**src/clpwg_pkg.sv**
```systemverilog
// ----------------------------------------------------------------------------
// clpwg_pkg: shared types and constants of the chained LED PWM word generator
// Field widths, command codes, sequencer states and the structs that pass
// between the sequencer, the duty memory and the top level.
// ----------------------------------------------------------------------------
package clpwg_pkg;

   // Default number of chained driver chips that the duty memory can hold.
   localparam int MAX_CHIPS_DEF     = 8;
   // Every driver chip has sixteen outputs, so one word holds sixteen bits.
   localparam int CHANNELS_PER_CHIP = 16;
   localparam int CH_W              = $clog2(CHANNELS_PER_CHIP);
   localparam int WORD_W            = CHANNELS_PER_CHIP;
   localparam int DUTY_W            = 8;
   localparam int CHANNEL_W         = 7;
   localparam int COUNT_W           = 4;

   typedef enum logic [1:0] {
      CMD_WRITE     = 2'd0,
      CMD_WRITE_ALL = 2'd1,
      CMD_READ      = 2'd2,
      CMD_NEXT_WORD = 2'd3
   } cmd_type;

   typedef enum logic [2:0] {
      ST_IDLE,
      ST_FILL,
      ST_READ,
      ST_SCAN,
      ST_FINISH
   } state_type;

   typedef struct packed {
      logic wr_en;
      logic rd_en;
   } mem_ctl_type;

   typedef struct packed {
      logic [WORD_W-1:0] shift_word;
      logic              latch_before;
      logic [DUTY_W-1:0] read_value;
   } result_type;

endpackage

```
**src/chained_led_pwm_word_generator_top.sv**
```systemverilog
// ----------------------------------------------------------------------------
// chained_led_pwm_word_generator_top: PWM shift words for chained LED drivers
// Holds the duty of every LED channel and produces the 16-bit compare words
// that a chain of 16-channel shift-register drivers takes for software PWM.
// ----------------------------------------------------------------------------
//
// The block takes one command item at a time and returns exactly one result
// item for it. The duty memory has a single read port: a shift word needs
// the sixteen duties of one chip, read one per cycle and compared with the
// PWM position as they arrive, and the fill sweep writes one duty per cycle.
// A finished result sits in the output register, so the next item is
// accepted while it waits; the block stalls only when a second result is
// ready and the first has not been taken. Chips are sent from 0 up; the first
// word of every frame carries the latch flag, and after the last chip the PWM
// position steps by one. Duties read as zero after reset; no clearing pass is
// needed. A write of chip_count restarts the frame and keeps the duties; 0 is
// taken as 1 and values above MAX_CHIPS saturate.
//
module chained_led_pwm_word_generator_top #(
   parameter int MAX_CHIPS = clpwg_pkg::MAX_CHIPS_DEF
) (
   input  logic        clock,
   input  logic        reset,

   // Command channel.
   input  logic        req_tvalid,
   output logic        req_tready,
   input  logic [15:0] req_tdata,   // channel[6:0], duty_value[14:7], zero pad[15]
   input  logic [1:0]  req_tuser,   // command[1:0]

   // Result channel.
   output logic        rsp_tvalid,
   input  logic        rsp_tready,
   output logic [23:0] rsp_tdata,   // shift_word[15:0], read_value[23:16]
   output logic [0:0]  rsp_tuser,   // latch_before[0]

   // Configuration: chip_count.
   input  logic        csr_we,
   input  logic [3:0]  csr_wdata
);

   localparam int ROW_W   = (MAX_CHIPS > 1) ? $clog2(MAX_CHIPS) : 1;
   localparam int ADDR_W  = ROW_W + clpwg_pkg::CH_W;
   localparam int COUNT_W = clpwg_pkg::COUNT_W;

   // Chip count register with saturation of the written value.
   logic [COUNT_W-1:0] chip_count_ff, chip_count_in;

   always_comb begin
      chip_count_in = chip_count_ff;
      if (csr_we) begin
         if (csr_wdata == '0) begin
            chip_count_in = COUNT_W'(1);
         end else if (csr_wdata > COUNT_W'(MAX_CHIPS)) begin
            chip_count_in = COUNT_W'(MAX_CHIPS);
         end else begin
            chip_count_in = csr_wdata;
         end
      end
   end

   always_ff @(posedge clock) begin
      if (reset) begin
         chip_count_ff <= COUNT_W'(1);
      end else begin
         chip_count_ff <= chip_count_in;
      end
   end

   // Sequencer and duty memory.
   clpwg_pkg::mem_ctl_type        mem_ctl;
   logic [ADDR_W-1:0]             mem_wr_addr;
   logic [clpwg_pkg::DUTY_W-1:0]  mem_wr_data;
   logic [ADDR_W-1:0]             mem_rd_addr;
   logic [clpwg_pkg::DUTY_W-1:0]  mem_rd_data;
   clpwg_pkg::result_type         result;
   logic                          done;
   logic                          out_free;

   // Output register. It separates the sequencer from the result channel, so
   // a waiting result does not hold up acceptance of the next command.
   logic        rsp_tvalid_ff, rsp_tvalid_in;
   logic [23:0] rsp_tdata_ff, rsp_tdata_in;
   logic [0:0]  rsp_tuser_ff, rsp_tuser_in;

   // The output register can take a new result when it is empty or is being
   // emptied in this cycle.
   assign out_free = !rsp_tvalid_ff || rsp_tready;

   clpwg_seq #(
      .MAX_CHIPS (MAX_CHIPS),
      .ROW_W     (ROW_W),
      .ADDR_W    (ADDR_W)
   ) u_seq (
      .clock       (clock),
      .reset       (reset),
      .req_valid   (req_tvalid),
      .req_ready   (req_tready),
      .req_command (req_tuser),
      .req_channel (req_tdata[6:0]),
      .req_duty    (req_tdata[14:7]),
      .chip_count  (chip_count_ff),
      .restart     (csr_we),
      .out_free    (out_free),
      .done        (done),
      .result      (result),
      .mem_ctl     (mem_ctl),
      .mem_wr_addr (mem_wr_addr),
      .mem_wr_data (mem_wr_data),
      .mem_rd_addr (mem_rd_addr),
      .mem_rd_data (mem_rd_data)
   );

   clpwg_duty_mem #(
      .ADDR_W (ADDR_W)
   ) u_duty_mem (
      .clock   (clock),
      .reset   (reset),
      .ctl     (mem_ctl),
      .wr_addr (mem_wr_addr),
      .wr_data (mem_wr_data),
      .rd_addr (mem_rd_addr),
      .rd_data (mem_rd_data)
   );

   always_comb begin
      rsp_tvalid_in = rsp_tvalid_ff;
      rsp_tdata_in  = rsp_tdata_ff;
      rsp_tuser_in  = rsp_tuser_ff;
      if (done) begin
         rsp_tvalid_in = 1'b1;
         rsp_tdata_in  = {result.read_value, result.shift_word};
         rsp_tuser_in  = result.latch_before;
      end else if (rsp_tready) begin
         rsp_tvalid_in = 1'b0;
      end
   end

   always_ff @(posedge clock) begin
      if (reset) begin
         rsp_tvalid_ff <= 1'b0;
      end else begin
         rsp_tvalid_ff <= rsp_tvalid_in;
      end
   end

   always_ff @(posedge clock) begin
      rsp_tdata_ff <= rsp_tdata_in;
      rsp_tuser_ff <= rsp_tuser_in;
   end

   assign rsp_tvalid = rsp_tvalid_ff;
   assign rsp_tdata  = rsp_tdata_ff;
   assign rsp_tuser  = rsp_tuser_ff;

endmodule

```
**src/clpwg_duty_mem.sv**
```systemverilog
// ----------------------------------------------------------------------------
// clpwg_duty_mem: duty store of the LED PWM word generator
// One write port and one registered read port. A valid bit for each entry,
// cleared by reset, makes an entry that was never written read as zero.
// ----------------------------------------------------------------------------
module clpwg_duty_mem #(
   parameter int ADDR_W = 7
) (
   input  logic                          clock,
   input  logic                          reset,
   input  clpwg_pkg::mem_ctl_type        ctl,
   input  logic [ADDR_W-1:0]             wr_addr,
   input  logic [clpwg_pkg::DUTY_W-1:0]  wr_data,
   input  logic [ADDR_W-1:0]             rd_addr,
   output logic [clpwg_pkg::DUTY_W-1:0]  rd_data
);

   localparam int DEPTH = 2 ** ADDR_W;

   logic [clpwg_pkg::DUTY_W-1:0] store_ff [DEPTH];
   logic [clpwg_pkg::DUTY_W-1:0] rd_q_ff;
   logic [DEPTH-1:0]             valid_ff;
   logic                         rd_valid_ff;

   always_ff @(posedge clock) begin
      if (ctl.wr_en) begin
         store_ff[wr_addr] <= wr_data;
      end
      if (ctl.rd_en) begin
         rd_q_ff <= store_ff[rd_addr];
      end
   end

   always_ff @(posedge clock) begin
      if (reset) begin
         valid_ff    <= '0;
         rd_valid_ff <= 1'b0;
      end else begin
         if (ctl.wr_en) begin
            valid_ff[wr_addr] <= 1'b1;
         end
         if (ctl.rd_en) begin
            rd_valid_ff <= valid_ff[rd_addr];
         end
      end
   end

   assign rd_data = rd_valid_ff ? rd_q_ff : '0;

endmodule

```
**src/clpwg_seq.sv**
```systemverilog
// ----------------------------------------------------------------------------
// clpwg_seq: command sequencer of the LED PWM word generator
// Runs one command at a time against the duty memory: single writes, the
// fill sweep, reads and the sixteen-read scan that builds a shift word.
// ----------------------------------------------------------------------------
module clpwg_seq #(
   parameter int MAX_CHIPS = clpwg_pkg::MAX_CHIPS_DEF,
   parameter int ROW_W     = (MAX_CHIPS > 1) ? $clog2(MAX_CHIPS) : 1,
   parameter int ADDR_W    = ROW_W + clpwg_pkg::CH_W
) (
   input  logic                            clock,
   input  logic                            reset,
   input  logic                            req_valid,
   output logic                            req_ready,
   input  logic [1:0]                      req_command,
   input  logic [clpwg_pkg::CHANNEL_W-1:0] req_channel,
   input  logic [clpwg_pkg::DUTY_W-1:0]    req_duty,
   input  logic [clpwg_pkg::COUNT_W-1:0]   chip_count,
   input  logic                            restart,
   input  logic                            out_free,
   output logic                            done,
   output clpwg_pkg::result_type           result,
   output clpwg_pkg::mem_ctl_type          mem_ctl,
   output logic [ADDR_W-1:0]               mem_wr_addr,
   output logic [clpwg_pkg::DUTY_W-1:0]    mem_wr_data,
   output logic [ADDR_W-1:0]               mem_rd_addr,
   input  logic [clpwg_pkg::DUTY_W-1:0]    mem_rd_data
);

   localparam int CH_W    = clpwg_pkg::CH_W;
   localparam int COUNT_W = clpwg_pkg::COUNT_W;

   clpwg_pkg::state_type state_ff, state_in;
   clpwg_pkg::cmd_type   cmd;

   logic [ADDR_W-1:0]             fill_ff, fill_in;
   logic [CH_W:0]                 iss_ff, iss_in;
   logic                          cap_vld_ff, cap_vld_in;
   logic [CH_W-1:0]               cap_idx_ff, cap_idx_in;
   logic [ROW_W-1:0]              row_ff, row_in;
   logic [clpwg_pkg::DUTY_W-1:0]  duty_ff, duty_in;
   logic [clpwg_pkg::WORD_W-1:0]  word_ff, word_in;
   logic                          latch_ff, latch_in;
   logic [clpwg_pkg::DUTY_W-1:0]  readv_ff, readv_in;
   logic [ROW_W-1:0]              chip_index_ff, chip_index_in;
   logic [7:0]                    pos_ff, pos_in;

   logic               accept;
   logic               in_range;
   logic               scan_issue;
   logic               scan_last;
   logic [ADDR_W-1:0]  fill_last;
   logic [ADDR_W-1:0]  chan_addr;
   logic [COUNT_W-1:0] index_next;

   assign cmd        = clpwg_pkg::cmd_type'(req_command);
   assign accept     = (state_ff == clpwg_pkg::ST_IDLE) && req_valid;
   assign in_range   = ({1'b0, req_channel[clpwg_pkg::CHANNEL_W-1:CH_W]} < chip_count);
   assign chan_addr  = ADDR_W'(req_channel);
   assign fill_last  = {ROW_W'(chip_count - COUNT_W'(1)), {CH_W{1'b1}}};
   assign scan_issue = (state_ff == clpwg_pkg::ST_SCAN) && !iss_ff[CH_W];
   assign scan_last  = (state_ff == clpwg_pkg::ST_SCAN) && iss_ff[CH_W];
   assign index_next = COUNT_W'(chip_index_ff) + COUNT_W'(1);

   // Next state.
   always_comb begin
      state_in = state_ff;
      case (state_ff)
         clpwg_pkg::ST_IDLE: begin
            if (req_valid) begin
               case (cmd)
                  clpwg_pkg::CMD_WRITE:     state_in = clpwg_pkg::ST_FINISH;
                  clpwg_pkg::CMD_WRITE_ALL: state_in = clpwg_pkg::ST_FILL;
                  clpwg_pkg::CMD_READ: begin
                     state_in = in_range ? clpwg_pkg::ST_READ : clpwg_pkg::ST_FINISH;
                  end
                  default:                  state_in = clpwg_pkg::ST_SCAN;
               endcase
            end
         end
         clpwg_pkg::ST_FILL: begin
            if (fill_ff == fill_last) begin
               state_in = clpwg_pkg::ST_FINISH;
            end
         end
         clpwg_pkg::ST_READ: state_in = clpwg_pkg::ST_FINISH;
         clpwg_pkg::ST_SCAN: begin
            if (iss_ff[CH_W]) begin
               state_in = clpwg_pkg::ST_FINISH;
            end
         end
         clpwg_pkg::ST_FINISH: begin
            if (out_free) begin
               state_in = clpwg_pkg::ST_IDLE;
            end
         end
         default: state_in = clpwg_pkg::ST_IDLE;
      endcase
   end

   // Outputs of the state machine: handshake and memory port control.
   always_comb begin
      req_ready     = 1'b0;
      done          = 1'b0;
      mem_ctl.wr_en = 1'b0;
      mem_ctl.rd_en = 1'b0;
      mem_wr_addr   = chan_addr;
      mem_wr_data   = req_duty;
      mem_rd_addr   = chan_addr;
      case (state_ff)
         clpwg_pkg::ST_IDLE: begin
            req_ready     = 1'b1;
            mem_ctl.wr_en = req_valid && (cmd == clpwg_pkg::CMD_WRITE) && in_range;
            mem_ctl.rd_en = req_valid && (cmd == clpwg_pkg::CMD_READ) && in_range;
         end
         clpwg_pkg::ST_FILL: begin
            mem_ctl.wr_en = 1'b1;
            mem_wr_addr   = fill_ff;
            mem_wr_data   = duty_ff;
         end
         clpwg_pkg::ST_SCAN: begin
            mem_ctl.rd_en = !iss_ff[CH_W];
            mem_rd_addr   = {row_ff, iss_ff[CH_W-1:0]};
         end
         clpwg_pkg::ST_FINISH: begin
            done = out_free;
         end
         default: begin
            req_ready = 1'b0;
         end
      endcase
   end

   // Datapath registers.
   always_comb begin
      fill_in       = fill_ff;
      iss_in        = iss_ff;
      cap_vld_in    = scan_issue;
      cap_idx_in    = iss_ff[CH_W-1:0];
      row_in        = row_ff;
      duty_in       = duty_ff;
      word_in       = word_ff;
      latch_in      = latch_ff;
      readv_in      = readv_ff;
      chip_index_in = chip_index_ff;
      pos_in        = pos_ff;

      if (accept) begin
         word_in  = '0;
         latch_in = 1'b0;
         readv_in = '0;
         duty_in  = req_duty;
         fill_in  = '0;
         iss_in   = '0;
         if (cmd == clpwg_pkg::CMD_NEXT_WORD) begin
            // Chip c of the frame takes the channels of row count-1-c.
            row_in   = ROW_W'(chip_count - COUNT_W'(1) - COUNT_W'(chip_index_ff));
            latch_in = (chip_index_ff == '0);
         end
      end

      if (state_ff == clpwg_pkg::ST_FILL) begin
         fill_in = fill_ff + ADDR_W'(1);
      end
      if (state_ff == clpwg_pkg::ST_READ) begin
         readv_in = mem_rd_data;
      end
      if (scan_issue) begin
         iss_in = iss_ff + (CH_W + 1)'(1);
      end
      // The highest channel of the row lands in bit 0 of the word.
      if (cap_vld_ff) begin
         word_in[~cap_idx_ff] = (pos_ff < mem_rd_data);
      end
      if (scan_last) begin
         if (index_next == chip_count) begin
            chip_index_in = '0;
            pos_in        = pos_ff + 8'd1;
         end else begin
            chip_index_in = ROW_W'(index_next);
         end
      end
      if (restart) begin
         chip_index_in = '0;
         pos_in        = '0;
      end
   end

   always_ff @(posedge clock) begin
      if (reset) begin
         state_ff      <= clpwg_pkg::ST_IDLE;
         cap_vld_ff    <= 1'b0;
         chip_index_ff <= '0;
         pos_ff        <= '0;
      end else begin
         state_ff      <= state_in;
         cap_vld_ff    <= cap_vld_in;
         chip_index_ff <= chip_index_in;
         pos_ff        <= pos_in;
      end
   end

   always_ff @(posedge clock) begin
      fill_ff    <= fill_in;
      iss_ff     <= iss_in;
      cap_idx_ff <= cap_idx_in;
      row_ff     <= row_in;
      duty_ff    <= duty_in;
      word_ff    <= word_in;
      latch_ff   <= latch_in;
      readv_ff   <= readv_in;
   end

   assign result.shift_word   = word_ff;
   assign result.latch_before = latch_ff;
   assign result.read_value   = readv_ff;

endmodule

```
**config.mk**
```make
export PLATFORM = sky130hd
export DESIGN_NAME = chained_led_pwm_word_generator_top
export DESIGN_NICKNAME = d
export VERILOG_FILES = /design/src/clpwg_pkg.sv /design/src/chained_led_pwm_word_generator_top.sv /design/src/clpwg_duty_mem.sv /design/src/clpwg_seq.sv
export SDC_FILE = /design/constraint.sdc
export NUM_CORES = 2
export LEC_CHECK = 0
export BUFFER_PORTS_ARGS = -buffer_cell sky130_fd_sc_hd__buf_2
export CORE_ASPECT_RATIO = 1.25
export CORE_MARGIN = 2
export CORE_UTILIZATION = 54
export DETAILED_ROUTE_END_ITERATION = 10
export GPL_ROUTABILITY_DRIVEN = 1
export HOLD_SLACK_MARGIN = 0.06
export PLACE_DENSITY = 0.8
export SETUP_SLACK_MARGIN = 0.4
export SYNTH_ARGS = -nofsm -noshare
export SYNTH_HDL_FRONTEND = slang
export SYNTH_SLANG_ARGS = --single-unit
```
**constraint.sdc**
```tcl
create_clock -name clock -period 4.2 [get_ports clock]
set_clock_uncertainty 0.05 [all_clocks]
set_input_delay 0.63 -clock clock [delete_from_list [all_inputs] [get_ports clock]]
set_output_delay 0.63 -clock clock [all_outputs]
set_load 0.02 [all_outputs]
```
==> results.cfg <==
[pwr]
p_total_w = 0.0264
ir_drop_v = 0.000327
powerDensity_nw_per_um2 = 472
p_leak_nw = 18.5

[cells_and_area]
multi_input_area_um2 = 12200
seq_area_um2 = 36100
drive_above_1_share_pct = 23.4
finalNonFillerCells = 4360
areaGrowthSynthToFinish_pct = 14.4
nFillCells = 5847
stdcell_area_um2 = 55900
final_nets = 3121

[setup_path]
path_max_fanout = 29
cp-start-kind = flop
cp.arrival_ns = 4.15
cp.required_ns = 4.61
cp-end-kind = flop
critPathKind = reg2reg

[routing]
top_layer = met4
wl_met2_mm = 60.2
dr.pass1.iters = 9
wl_per_cell_um = 28.5
vias_per_cell = 6.53
wl_mm = 124
drcViolationCount = 0
wl_met3_mm = 12.9
detail-route-antenna-nets = 0
vias = 28476
wl_met1_mm = 42.1
drt_iter0_drc = 3727

[cts]
cts-root-buf = clkbuf_16
cts_sinks = 1258
clockBufferDepth = 3
cts-buffers-inserted = 109
clock_latency_ns = 0.70
htree_levels = 3
clk_pin_slew_ns = 0.07
cts_tree = done

[global_routing]
overflow = 0
antenna_found_initial = 0
grt_pass1_wl_mm = 184
grtUsageTotal_pct = 26.7
grt_pass1_vias = 29045
grt_max_degree = 102

[synthesis]
ys_async_sr_fraction_pct = 0
synthTopCellsByArea = edfxtp_1, mux4_2, dfxtp_1
synth.most_common_cell = edfxtp_1
synth_common_cells = edfxtp_1, nand2_1, mux4_2, nor2_1, dfxtp_1
synth_flop_cell = edfxtp_1
syn_inst = 2818
ys_ff_latch = 1258
synth_warnings = 0
synth.distinct_cells = 62
synth_nets = 2862
yosysSeqAreaShare_pct = 73.8
syn_avg_cell_area_um2 = 17.3
syn_area_um2 = 48900
synthDominantCellAreaShare_pct = 66.9
yosysTopAreaCell = edfxtp_1
synth-edff-count = 1089

[floorplanning]
die_area_um2 = 93000
die_y_um = 340
core_um2 = 89900
num_rows = 123
die_w_um = 273
io_pins = 54
floorplan.initialDensity_pct = 54.4

[sta]
tns_ns = 0
clock.fmax_ghz = 0.267
setup_viol_count_final = 0
grt_setup_unrepaired = false
post-route-period-util_pct = 89.2
worstMarginPinSlew_ns = 1.31
maxSlewViolCount = 0
period_needed_ns = 3.75
hold_violations = 0
relSlewSlack_pct = 12.6

[place]
io_buffers = 52
placed_cell_area_um2 = 52000
hpwl_mm = 76.1
dp.cells = 4151
gp_congestion = 0.937

[run]
cap_violations = 0

[outcome]
status = completed

[min_path]
holdCritPathClass = in2reg
==> cell families after synthesis <==
| logic type | synth area share (%) |
|---|---|
| buffers and inverters | 1.56 |
| adders and majority gates | 0.450 |
| DFF | 73.8 |
| and+or+nand+nor | 5.86 |
| xor gates and xnor gates | 0.394 |
| muxes | 12.7 |
| AOI/OAI and AO/OA | 5.20 |
==> per-layer routing <==
| metal | vias to the layer above | global-route usage, % |
|---|---|---|
| met2 | 1980 | 43.3 |
| met5 | - | 0 |
| li1 | 11667 | - |
| met3 | 471 | 5.69 |
| met4 | 0 | 17.0 |
| met1 | 14358 | 32.8 |
==> cells in the final DEF (no fill, tap or decap), types with 6 or more instances in the layout <==
cell type	instances
inv_1	18
buf_12	11
clkinv_2	23
a21oi_1	30
clkinv_1	7
nand2_4	8
nand2b_1	6
ha_1	16
a221oi_1	53
o211ai_1	7
dfxtp_1	169
clkinvlp_4	9
nor2_1	183
nand3b_1	11
o22ai_1	14
mux2i_1	84
edfxtp_1	1089
nor3_1	7
o21ai_0	71
xor2_1	11
buf_4	228
o31ai_1	15
clkbuf_1	14
mux4_2	232
a21boi_0	6
nand3_1	120
clkbuf_8	13
clkbuf_16	113
xnor2_1	11
or4_1	12
a31oi_1	12
nand4_1	17
buf_2	52
o21ai_1	7
o21a_1	128
bufinv_16	17
nand2_1	269
==> metrics by stage <==
step / utilization (%) / setup slack [ns] / hold WS [ns]
floorplan: - / 0.790 / 0.350
detailed placement: 57.9 / 0.503 / 0.362
global placement: 57.9 / 0.487 / 0.359
CTS: 62.2 / 0.440 / 0.0632
global route: 62.2 / 0.408 / 0.0645
finish: 62.2 / 0.454 / 0.0775
==> critical path, stage by stage (launching register included) <==
cell and delay [ns]:
dfxtp_1 0.39, and3b_2 0.36, mux2i_4 0.32, buf_12 0.22, buf_12 0.24, mux4_2 0.54
a221oi_1 0.61, o21ai_0 0.35, nand4_1 0.18, buf_4 0.14, nor2_1 0.04
==> where the power goes <==
| part | total (W) | internal [W] | switching [W] |
|---|---|---|---|
| clock | 0.0107 | 0.00618 | 0.00455 |
| sequential | 0.0139 | 0.0139 | 0.0000554 |
| combinational | 0.00174 | 0.000516 | 0.00123 |
==> sequential cells by signal (all words and copies together) (netlist names), 7 cells and up <==
register             flops
u_duty_mem.rd_q_ff       8
rsp_tdata               24
u_duty_mem.store_ff   1024
u_seq.readv_ff           8
u_seq.fill_ff            7
u_seq.pos_ff             8
u_seq.word_ff           16
u_seq.duty_ff            8
u_duty_mem.valid_ff    128
==> layout make-up <==
cell class | count | share of cell area [%]
multi-input cells | 1394 | 21.7
clock inverters | 67 | 1.48
well taps | 1187 | 2.66
inverters | 19 | 0.132
diodes | 1 | 0.00447
flip-flops and latches | 1258 | 64.5
repair buffers | 295 | 4.05
clock buffers | 139 | 5.42
==> repair_timing <==
action,CTS,global route
gates resized for setup,0,3
setup endpoints to repair,0,8
endpoints found under the hold margin,1,0
hold buffers,1,0
buffers inserted,0,0
==> worst paths after layout <==
path / start / to / slack (ns) / cells past startpoint
max: u_seq.state_ff[2]$_SDFFE_PP0P_ / u_duty_mem.rd_q_ff[1]$_DFFE_PP_ / 0.45 / 10
min: req_tdata[7] / u_seq.duty_ff[0]$_DFFE_PP_ / 0.08 / 1
max reg2reg: u_seq.state_ff[2]$_SDFFE_PP0P_ / u_duty_mem.rd_q_ff[1]$_DFFE_PP_ / 0.45 / 10
min reg2reg: u_seq.readv_ff[4]$_SDFFCE_PN0P_ / rsp_tdata[20]$_DFFE_PP_ / 0.38 / 0
Note: power is estimated with default switching activity, not from simulation.
